[src/rtl/lsms_pkg.sv]
package lsms_pkg;

  localparam int LIST_BITS = 16;
  localparam int IDX_W = 4;
  localparam int ADDR_W = 32;
  localparam int OFFSET_W = 7;
  localparam logic [IDX_W-1:0] PC_INDEX = 4'd15;
  localparam logic [ADDR_W-1:0] WORD_BYTES = 32'd4;
  localparam logic [1:0] ALIGN_MASK = 2'h3;

  typedef enum logic [1:0] {
    ST_XFER  = 2'd0,
    ST_ALIGN = 2'd1,
    ST_EMPTY = 2'd2
  } status_t;

  typedef struct packed {
    logic [LIST_BITS-1:0] register_list;
    logic [ADDR_W-1:0]    base_addr;
    logic [IDX_W-1:0]     base_register;
    logic                 count_up;
    logic                 before_req;
    logic                 wb_req;
    logic                 is_load;
    logic                 user_mode;
  } cmd_item_t;

  typedef struct packed {
    logic [ADDR_W-1:0] transfer_address;
    logic [IDX_W-1:0]  register_index;
    logic              load_flag;
    logic              user_bank;
    logic              restore_psr;
    logic              writeback_valid;
    logic [IDX_W-1:0]  writeback_register;
    logic [ADDR_W-1:0] writeback_address;
    status_t           status;
    logic              last;
  } xfer_item_t;

  typedef struct packed {
    logic capture;
    logic calc;
    logic step;
  } ctl_cmd_t;

  typedef struct packed {
    logic slot_free;
    logic beat_last;
  } dp_stat_t;

endpackage

[src/rtl/lsms_cmd_if.sv]
interface lsms_cmd_if;
  logic                  valid;
  logic                  ready;
  lsms_pkg::cmd_item_t   data;

  modport source (output valid, output data, input ready);
  modport sink (input valid, input data, output ready);
endinterface

[src/rtl/lsms_xfer_if.sv]
interface lsms_xfer_if;
  logic                  valid;
  logic                  ready;
  lsms_pkg::xfer_item_t  data;

  modport source (output valid, output data, input ready);
  modport sink (input valid, input data, output ready);
endinterface

[src/rtl/load_store_multiple_sequencer.sv]
// Sequencing: an accepted instruction passes the calc state, then the emit state steps
// out one registered beat per listed register (one beat for a fault or an empty list);
// the emit sequencer moves one transfer a cycle while the output register is free or taken.
// A new instruction is taken while the final beat still waits in the output register.
// Reset: synchronous, active high; clears the controller and the output valid.
module load_store_multiple_sequencer #(
  parameter int REGISTER_COUNT = 16
) (
  input  logic               clk,
  input  logic               rst,
  lsms_cmd_if.sink           cmd,
  lsms_xfer_if.source        xfer
);
  import lsms_pkg::*;

  ctl_cmd_t ctl;
  dp_stat_t stat;

  lsms_ctrl u_ctrl (
    .clk       (clk),
    .rst       (rst),
    .cmd_valid (cmd.valid),
    .cmd_ready (cmd.ready),
    .stat      (stat),
    .ctl       (ctl)
  );

  lsms_dp #(
    .REGISTER_COUNT (REGISTER_COUNT)
  ) u_dp (
    .clk        (clk),
    .rst        (rst),
    .cmd_data   (cmd.data),
    .ctl        (ctl),
    .stat       (stat),
    .xfer_valid (xfer.valid),
    .xfer_ready (xfer.ready),
    .xfer_data  (xfer.data)
  );

`ifndef NO_ASSERTIONS
  a_fault_is_last: assert property (@(posedge clk) disable iff (rst)
    xfer.valid && (xfer.data.status != ST_XFER) |-> xfer.data.last &&
      !xfer.data.writeback_valid)
    else $error("fault or empty beat not final");
  a_wb_on_last: assert property (@(posedge clk) disable iff (rst)
    xfer.valid && xfer.data.writeback_valid |-> xfer.data.last && !xfer.data.user_bank)
    else $error("write-back on wrong beat");
  a_psr_on_pc_load: assert property (@(posedge clk) disable iff (rst)
    xfer.valid && xfer.data.restore_psr |-> xfer.data.load_flag &&
      (xfer.data.register_index == PC_INDEX))
    else $error("PSR restore without r15 load");
  a_one_in_flight: assert property (@(posedge clk) disable iff (rst)
    cmd.valid && cmd.ready |=> !cmd.ready)
    else $error("second instruction accepted during sequencing");
`endif
endmodule

[src/rtl/lsms_ctrl.sv]
module lsms_ctrl (
  input  logic               clk,
  input  logic               rst,
  input  logic               cmd_valid,
  output logic               cmd_ready,
  input  lsms_pkg::dp_stat_t stat,
  output lsms_pkg::ctl_cmd_t ctl
);
  import lsms_pkg::*;

  typedef enum logic [2:0] {
    S_IDLE = 3'b001,
    S_CALC = 3'b010,
    S_EMIT = 3'b100
  } state_t;

  state_t state;
  state_t state_next;

  always_comb begin
    state_next  = state;
    cmd_ready   = 1'b0;
    ctl         = '0;
    unique case (state)
      S_IDLE: begin
        cmd_ready = 1'b1;
        if (cmd_valid) begin
          ctl.capture = 1'b1;
          state_next  = S_CALC;
        end
      end
      S_CALC: begin
        ctl.calc   = 1'b1;
        state_next = S_EMIT;
      end
      S_EMIT: begin
        if (stat.slot_free) begin
          ctl.step = 1'b1;
          if (stat.beat_last) begin
            state_next = S_IDLE;
          end
        end
      end
      default: begin
        state_next = S_IDLE;
      end
    endcase
  end

  always_ff @(posedge clk) begin
    if (rst) begin
      state <= S_IDLE;
    end else begin
      state <= state_next;
    end
  end

`ifndef NO_ASSERTIONS
  a_calc_follows_capture: assert property (@(posedge clk) disable iff (rst)
    ctl.capture |=> ctl.calc)
    else $error("calc cycle missing after capture");
  a_no_step_outside_emit: assert property (@(posedge clk) disable iff (rst)
    ctl.step |-> !cmd_ready && !ctl.calc)
    else $error("step issued outside emit");
  a_last_returns_idle: assert property (@(posedge clk) disable iff (rst)
    ctl.step && stat.beat_last |=> cmd_ready)
    else $error("not idle after last beat");
`endif
endmodule

[src/rtl/lsms_dp.sv]
module lsms_dp #(
  parameter int REGISTER_COUNT = 16
) (
  input  logic                 clk,
  input  logic                 rst,
  input  lsms_pkg::cmd_item_t  cmd_data,
  input  lsms_pkg::ctl_cmd_t   ctl,
  output lsms_pkg::dp_stat_t   stat,
  output logic                 xfer_valid,
  input  logic                 xfer_ready,
  output lsms_pkg::xfer_item_t xfer_data
);
  import lsms_pkg::*;

  localparam int CNT_W = OFFSET_W - 2;
  localparam logic [LIST_BITS-1:0] USABLE_MASK = (REGISTER_COUNT >= LIST_BITS) ?
      {LIST_BITS{1'b1}} : LIST_BITS'((32'd1 << REGISTER_COUNT) - 32'd1);

  logic [LIST_BITS-1:0] mask;
  logic [ADDR_W-1:0]    base;
  logic [IDX_W-1:0]     rn;
  logic                 up;
  logic                 pre_idx;
  logic                 wb_ok;
  logic                 ld;
  logic                 usr;
  logic [OFFSET_W-1:0]  offset;
  status_t              kind;
  logic [ADDR_W-1:0]    next_address;
  logic [ADDR_W-1:0]    held_writeback;

  logic [LIST_BITS-1:0] list_in;
  logic [ADDR_W-1:0]    off_ext;
  logic [ADDR_W-1:0]    adj;
  logic [ADDR_W-1:0]    start;
  logic [ADDR_W-1:0]    wb_addr;
  logic [IDX_W-1:0]     idx;
  logic [LIST_BITS-1:0] mask_next;
  logic                 beat_last;
  xfer_item_t           beat;

  assign list_in = cmd_data.register_list & USABLE_MASK;

  // start and write-back address from the base and the list offset
  assign off_ext = {{(ADDR_W-OFFSET_W){1'b0}}, offset};
  assign adj     = pre_idx ? off_ext : off_ext - WORD_BYTES;
  assign start   = up ? (pre_idx ? base + WORD_BYTES : base) : base - adj;
  assign wb_addr = up ? base + off_ext : base - off_ext;

  always_comb begin
    idx = '0;
    for (int i = LIST_BITS - 1; i >= 0; i--) begin
      if (mask[i]) begin
        idx = IDX_W'(i);
      end
    end
  end

  assign mask_next = mask & ~(LIST_BITS'(1) << idx);
  assign beat_last = (kind != ST_XFER) || (mask_next == '0);

  always_comb begin
    beat                  = '0;
    beat.transfer_address = next_address;
    beat.load_flag        = ld;
    beat.user_bank        = usr;
    beat.status           = kind;
    beat.last             = beat_last;
    if (kind == ST_XFER) begin
      beat.register_index = idx;
      beat.restore_psr    = usr & ld & (idx == PC_INDEX);
      if (wb_ok && beat_last) begin
        beat.writeback_valid    = 1'b1;
        beat.writeback_register = rn;
        beat.writeback_address  = held_writeback;
      end
    end
  end

  assign stat.slot_free = !xfer_valid || xfer_ready;
  assign stat.beat_last = beat_last;

  always_ff @(posedge clk) begin
    if (ctl.capture) begin
      mask    <= list_in;
      base    <= cmd_data.base_addr;
      rn      <= cmd_data.base_register;
      up      <= cmd_data.count_up;
      pre_idx <= cmd_data.before_req;
      wb_ok   <= cmd_data.wb_req & ~cmd_data.user_mode;
      ld      <= cmd_data.is_load;
      usr     <= cmd_data.user_mode;
      offset  <= {CNT_W'($countones(list_in)), 2'b00};
      // offsets are multiples of four, so alignment follows the base alone
      if ((cmd_data.base_addr[1:0] & ALIGN_MASK) != 2'b00) begin
        kind <= ST_ALIGN;
      end else if (list_in == '0) begin
        kind <= ST_EMPTY;
      end else begin
        kind <= ST_XFER;
      end
    end
    if (ctl.calc) begin
      next_address   <= start;
      held_writeback <= wb_addr;
    end
    if (ctl.step) begin
      mask         <= mask_next;
      next_address <= next_address + WORD_BYTES;
      xfer_data    <= beat;
    end
  end

  always_ff @(posedge clk) begin
    if (rst) begin
      xfer_valid <= 1'b0;
    end else if (ctl.step) begin
      xfer_valid <= 1'b1;
    end else if (xfer_ready) begin
      xfer_valid <= 1'b0;
    end
  end
endmodule
[src/flat_wrapper.sv]
// flat-port wrapper written by rule: the top's interface ports become plain ports
module load_store_multiple_sequencer_flat import lsms_pkg::*;
#(
  parameter int REGISTER_COUNT = 16
)
  (clk, rst, cmd_valid, cmd_data, cmd_ready, xfer_valid, xfer_data, xfer_ready);
  lsms_cmd_if cmd_i ();
  lsms_xfer_if xfer_i ();
  input  logic clk;
  input  logic rst;
  input wire logic [$bits(cmd_i.valid)-1:0] cmd_valid;
  input wire logic [$bits(cmd_i.data)-1:0] cmd_data;
  output wire logic [$bits(cmd_i.ready)-1:0] cmd_ready;
  output wire logic [$bits(xfer_i.valid)-1:0] xfer_valid;
  output wire logic [$bits(xfer_i.data)-1:0] xfer_data;
  input wire logic [$bits(xfer_i.ready)-1:0] xfer_ready;
  assign cmd_i.valid = cmd_valid;
  assign cmd_i.data = cmd_data;
  assign cmd_ready = cmd_i.ready;
  assign xfer_valid = xfer_i.valid;
  assign xfer_data = xfer_i.data;
  assign xfer_i.ready = xfer_ready;
  load_store_multiple_sequencer #(.REGISTER_COUNT(REGISTER_COUNT)) u_core (.clk(clk), .rst(rst), .cmd(cmd_i), .xfer(xfer_i));
endmodule
[config.mk]
export PLATFORM = sky130hd
export DESIGN_NAME = load_store_multiple_sequencer_flat
export DESIGN_NICKNAME = d
export VERILOG_FILES = /design/src/rtl/lsms_pkg.sv /design/src/rtl/lsms_cmd_if.sv /design/src/rtl/lsms_xfer_if.sv /design/src/rtl/load_store_multiple_sequencer.sv /design/src/rtl/lsms_ctrl.sv /design/src/rtl/lsms_dp.sv /design/src/flat_wrapper.sv
export SDC_FILE = /design/constraint.sdc
export NUM_CORES = 1
export LEC_CHECK = 0
export BUFFER_PORTS_ARGS = -buffer_cell sky130_fd_sc_hd__buf_2
export CAP_MARGIN = 10
export CORE_MARGIN = 1.5
export CORE_UTILIZATION = 45
export DETAILED_ROUTE_END_ITERATION = 6
export GPL_ROUTABILITY_DRIVEN = 1
export PLACE_DENSITY = 0.69
export SETUP_SLACK_MARGIN = 0.5
export SLEW_MARGIN = 20
export SYNTH_ARGS = -nofsm -noshare
export SYNTH_HDL_FRONTEND = slang
export SYNTH_SLANG_ARGS = --single-unit
[constraint.sdc]
create_clock -name clk -period 4.8 [get_ports clk]
set_clock_uncertainty 0.1 [all_clocks]
set_input_delay 0.24 -clock clk [delete_from_list [all_inputs] [get_ports clk]]
set_output_delay 0.24 -clock clk [all_outputs]
set_load 0.005 [all_outputs]
==> After elaboration in Yosys (flattened, before gate mapping) <==
Cells that the tools add are included.
{ "word_totals": {"regBits": 211, "input_bits": 61, "out_inout_bits": 81, "elab_cells": 111} }
{ "classes": {"addsub": 21, "eq_ne": 7, "shifts": 1, "muxes": 38, "n_bitwise": 6, "reduce_logical": 14} }
{ "op_table": {"columns": ["cell", "n"], "rows": [
  ["$mux 32", 6],
  ["$add 32x3->32 const B", 2],
  ["$mux 4", 16],
  ["$mux 37", 1],
  ["$add 32x7->32", 1],
  ["$logic_not 16->1", 2],
  ["$mux 16", 2],
  ["$sub 32x32->32", 1],
  ["$sub 32x7->32", 1],
  ["$add 1x1->2", 8],
  ["$and 16x16->16", 1],
  ["$not 16->16", 1],
  ["$shl 1x4->16 const A", 1],
  ["$add 2x2->3", 4],
  ["$reduce_bool 2->1", 5],
  ["$mux 3", 3],
  ["$pmux 3 s3", 1],
  ["$add 3x3->4", 2],
  ["$mux 1", 8],
  ["$sub 7x3->8 const B", 1],
  ["$add 4x4->5", 1],
  ["$eq 4x4->1 const B", 1],
  ["$ne 2x2->1 const B", 2],
  ["$and 1x1->1", 3],
  ["12 further kinds", 13]
]} }

==> Depth between registers and ports, before layout <==
{ "depth": {"word_depth": 24, "depth_mapped": 15, "ltp_nobuf": 15} }

==> Cells and area by module <==
From an unflattened synthesis, not the netlist that was laid out.
{ "unflattened": {"cells_unflattened": 1178, "area_unflattened_um2": 12679.7} }
{ "by_module_without_submodules": {"columns": ["module", "instances", "cells_per_inst", "area_per_inst_um2", "seq_area_each_um2"], "rows": [
  ["lsms_dp", 1, 1158, 12500.7, 6236.0],
  ["lsms_ctrl", 1, 20, 178.9, 60.1]
]} }

==> Least setup slack after synthesis <==
OpenSTA, ideal clock, no wires.
{ "synth_path": {"path_type": "reg2reg", "from": "register u_core.u_ctrl.state[2]", "to": "register u_core.u_dp.next_address[2] (data pin)", "setup_time_ns": 0.368, "arrival_ns": 3.757, "required_ns": 4.332, "slack_ns": 0.575, "stages_incl_launch_ff": 8, "path_buffers": 2, "synth_period_minus_slack_ns": 4.225, "cell_sequence": "dfxtp_1 > nor2b_1 > nor2b_1 > nand2_1 > inv_1 > clkbuf_1 > buf_1 > a21oi_1"} }
{ "synth_rtl": {"columns": ["element", "line_no", "text"], "rows": [
  ["start: declaration", "lsms_ctrl.sv:17", "state_t state;"],
  ["start signal: assignment", "lsms_ctrl.sv:54", "state <= state_next;"],
  ["end signal: assignment", "lsms_dp.sv:104", "next_address <= start;"],
  ["end signal: assignment", "lsms_dp.sv:109", "next_address <= next_address + WORD_BYTES;"],
  ["end: declaration", "lsms_dp.sv:29", "logic [ADDR_W-1:0] next_address;"]
]} }

==> Worst setup path after layout <==
{ "layout_path": {"from": "register u_core.u_dp.offset[4]", "to": "register u_core.u_dp.next_address[22] (data pin)"} }
{ "layout_via": {"elab_chain_len": 6} }
{ "layout_rtl": {"columns": ["element", "line_no", "text"], "rows": [
  ["start: declaration", "lsms_dp.sv:27", "logic [OFFSET_W-1:0] offset;"],
  ["start signal: assignment", "lsms_dp.sv:93", "offset <= {CNT_W'($countones(list_in)), 2'b00};"],
  ["$sub 7x3->8", "lsms_dp.sv:46", "assign adj = pre_idx ? off_ext : off_ext - WORD_BYTES;"],
  ["$mux 32 *", "lsms_dp.sv:46", null],
  ["$sub 32x32->32 *", "lsms_dp.sv:47", "assign start = up ? (pre_idx ? base + WORD_BYTES : base) : base - adj;"],
  ["$mux 32 *", "lsms_dp.sv:47", null],
  ["$mux 32 *", "lsms_dp.sv:103", "if (ctl.calc) begin"],
  ["$mux 32 *", "lsms_dp.sv:107", "if (ctl.step) begin"]
]} }
Every way passes the cells marked *; elsewhere a longest branch is shown, timed or not. The select of a mux whose other input is x is not followed.
A chain may end at the register's enable or synchronous reset.

==> results.md <==
- CTS Sinks: 211
- Critical Path RT: 4.93 ns
- Max cap viols: 0
- Power, Total: 0.00543 W
- Clk pin slew, worst setup/hold paths: 0.06 ns
- Most frequent cells in the layout: edfxtp_1 (207), buf_2 (141), nor2_1 (79), xnor2_1 (77)
- Die area: 28100 um^2
- Worst EP arrival: 4.19 ns
- Fillers: 2323
- Post-Place Setup Slack: 0.434 ns
- Remaining antenna violation count after routing: 0
- Slew Limit Fails: 0
- Cts bufs inserted: 24
- Mux cell area share after synthesis: 0.00707
- Die height: 168 um
- First-pass GRT wire length: 46400 um
- Simple-gate portion of the synthesized area: 0.139
- Drt via density: 5.60
- Met2 wire len: 13700 um
- DIE WIDTH: 168 um
- DRT Pass-1 Iters: 4
- GPL Wtd Cong: 0.902
- CP peak stage delay: 0.51 ns
- Post-synthesis async set-or-reset flop share: 0
- Top FF cell, synth: edfxtp_1
- Initial antenna violation count: 0
- Max H-tree Level: 1
- Std cell rows: 60
- Initial Util: 0.455
- Core area: 26800 um^2
- Post-Route WL: 29800 um
- Final setup margin: 0.738 ns
- Synth warn: 0
- Combinational share of power: 0.274
- Port Buffer Count: 141
- Post-route non-filler standard cell count: 1660
- Crit-path cells: or3_1 -> nor3_4 -> nand2b_2 -> buf_4 -> ha_1 -> a21oi_1 -> or4bb_1 -> o211ai_1 -> buf_4 -> o211ai_1 -> a21oi_1 -> xor2_1 -> o21ai_0 -> a21boi_0
- Setup TNS: 0 ns
- Leakage: 5.38 nW
- Global route overflow: 0
- Register area share after synthesis: 0.516
- Vias after detailed routing: 9291
- Top layer used by detailed routing: met4
- Fin util: 0.547
- Main combinational cell family by area after synthesis: compound AO/OA/AOI/OAI gates
- CTS root buf: clkbuf_16
- Layout area overhead: 20.2%
- Synth Area per Inst: 11.2 um^2
- # setup viols final: 0
- Iter 0 DRT Violations: 566
- Slowest cell on the critical path: or4bb_1
- Met3 wire length: 1610 um
- Compound-Gate Fraction of Synth Area: 0.140
- Post-synthesis xor/xnor area fraction: 0.0838
- Family with the most delay on the worst path: simple AND/OR/NAND/NOR gates
- Ports: 142
- Crit Path Category: flip-flop to flip-flop
- Synth Instances: 1087
- Net switching power: 0.00162 W
- Largest net degree at the start of global routing: 68
- Syn Nets: 1228
- Fin nets: 1444
- Crit path buf inv count: 2
- Clock latency on the worst-skew pair: 0.53 ns
- Seq pwr share: 0.414
- Gr usage total: 0.210
- Status: completed
- Crit Path Max Fanout: 18
- Commonest non-fill, non-tap cell in the layout: edfxtp_1
- Max Root-Sink Buffers: 3
- Period utilisation layout: 0.846
- Relative slew slack: 0.410
- CTS tree: yes
- Pwr per Cell Area: 370 nW/um^2
- Final min period: 4.06 ns
- Routed len/inst: 18.0 um
- Clock share of power: 0.312
- Share of layout cells above drive strength 1: 0.161
- Switching share of power: 0.297
- Crit. End Element: flip-flop
- Worst min-delay path category: input port to flip-flop
- Unrepaired setup endpoints after global routing: no
- Critical path startpoint category: flip-flop
- Register bit total from synthesis: 211
- EDFF count, synth: 207
- DPL Wire Length: 21700 um
- Met1 WL: 13800 um
- VDD IR-drop max: 234 uV
- Ant diodes: 0
- Number of global-route vias before repair: 8675
- Max Freq: 246 MHz
- Post-Synth Adder-Cell Area: 0.0902
- Mapped cell area: 12200 um^2
- Netlist cell types: 67
- Post-route DRC: 0
- Dpl cells: 1558
- Worst-Margin Slew: 0.886 ns
- Hold Vio Cnt, Final: 0
- Internal: 0.00382 W
[final cells by class]
| cell class | instances | area, um^2 | share of cell area |
|---|---|---|---|
| well taps | 341 | 427 | 0.0291 |
| multi-input cells | 806 | 5660 | 0.386 |
| clock inverters | 8 | 75.1 | 0.00512 |
| clock buffers | 34 | 638 | 0.0435 |
| repair buffers | 215 | 1400 | 0.0957 |
| flip-flops and latches | 211 | 6300 | 0.429 |
| inverters | 45 | 171 | 0.0117 |
[power groups by stage]
stage	Combinational, W	Clock [W]	Sequential (W)
3_3_place_gp	0.00139	0	0.00228
3_5_place_dp	0.00141	0	0.00229
4_1_cts	0.00146	0.00174	0.00225
2_1_floorplan	0.00108	0	0.00225
5_1_grt	0.00166	0.00181	0.00226
6_report	0.00149	0.00170	0.00225
[cell families after synthesis]
family / after synthesis
and+or+nand+nor: 335
AOI/OAI and AO/OA: 267
DFF: 211
xor gates and xnor gates: 115
adders and majority gates: 81
buffers and inverters: 70
muxes: 8
[cells in the mapped netlist, drive strengths merged (14+ instances only)]
master | n | area share
o21ai | 61 | 0.025
o21a | 14 | 0.0086
nand2b | 15 | 0.0077
nand4 | 16 | 0.0082
a21oi | 74 | 0.031
ha | 68 | 0.070
o211ai | 18 | 0.011
a21o | 25 | 0.015
xnor2 | 77 | 0.055
and3 | 14 | 0.0072
clkbuf | 17 | 0.0052
nor2 | 80 | 0.025
and2 | 41 | 0.021
xor2 | 37 | 0.027
nand3 | 30 | 0.012
inv | 45 | 0.014
edfxtp | 207 | 0.51
nor3 | 23 | 0.0094
nand2 | 71 | 0.022
a211oi | 17 | 0.010
[path summary, 6_finish.rpt]
path / from / to / slack [ns] / depth (start not counted)
max: u_core.u_dp.offset[4] / u_core.u_dp.next_address[22] / 0.74 / 14
min: cmd_data[49] / u_core.u_dp.mask[8] / 0.03 / 3
max reg2reg: u_core.u_dp.offset[4] / u_core.u_dp.next_address[22] / 0.74 / 14
min reg2reg: u_core.u_dp.next_address[1] / u_core.u_dp.xfer_data[48] / 0.33 / 0
[state kept, by name, indices dropped and copies added, names as in the netlist]
register	cells
u_core.u_dp.mask	16
u_core.u_dp.up	1
u_core.u_dp.xfer_valid	1
u_core.u_dp.offset	5
u_core.u_dp.xfer_data	79
u_core.u_dp.kind	2
u_core.u_dp.next_address	32
u_core.u_dp.pre_idx	1
u_core.u_dp.wb_ok	1
u_core.u_dp.held_writeback	32
u_core.u_ctrl.state	3
u_core.u_dp.ld	1
u_core.u_dp.rn	4
u_core.u_dp.usr	1
u_core.u_dp.base	32
[worst register-to-register path, delay by kind of cell, from the launching register on]
kind | cells | cell delay [ns]
AOI/OAI and AO/OA | 6 | 0.98
xor gates and xnor gates | 1 | 0.15
adders and majority gates | 1 | 0.35
buffers and inverters | 2 | 0.43
DFF | 1 | 0.44
and+or+nand+nor | 4 | 1.33
[routing by layer]
metal,track usage,vias to the layer above
met5,0,-
met4,0.0654,0
met3,0.0265,53
met2,0.339,278
met1,0.294,4473
li1,-,4487
[what timing repair did]
item	CTS	global route
pin swaps	0	1
setup endpoints to repair	2	12
setup buffers	1	2
gates resized for setup	1	9
endpoints found under the hold margin	59	0
hold buffers	57	0
[per-stage QoR]
step                hold WS [ns]  cell area, um^2
global route              0.0367            14700
global placement           0.306            13300
CTS                      0.00221            14600
detailed placement         0.308            13300
floorplan                  0.209            12200
finish                    0.0265            14700
No activity file was read; power rests on OpenSTA's default activity.
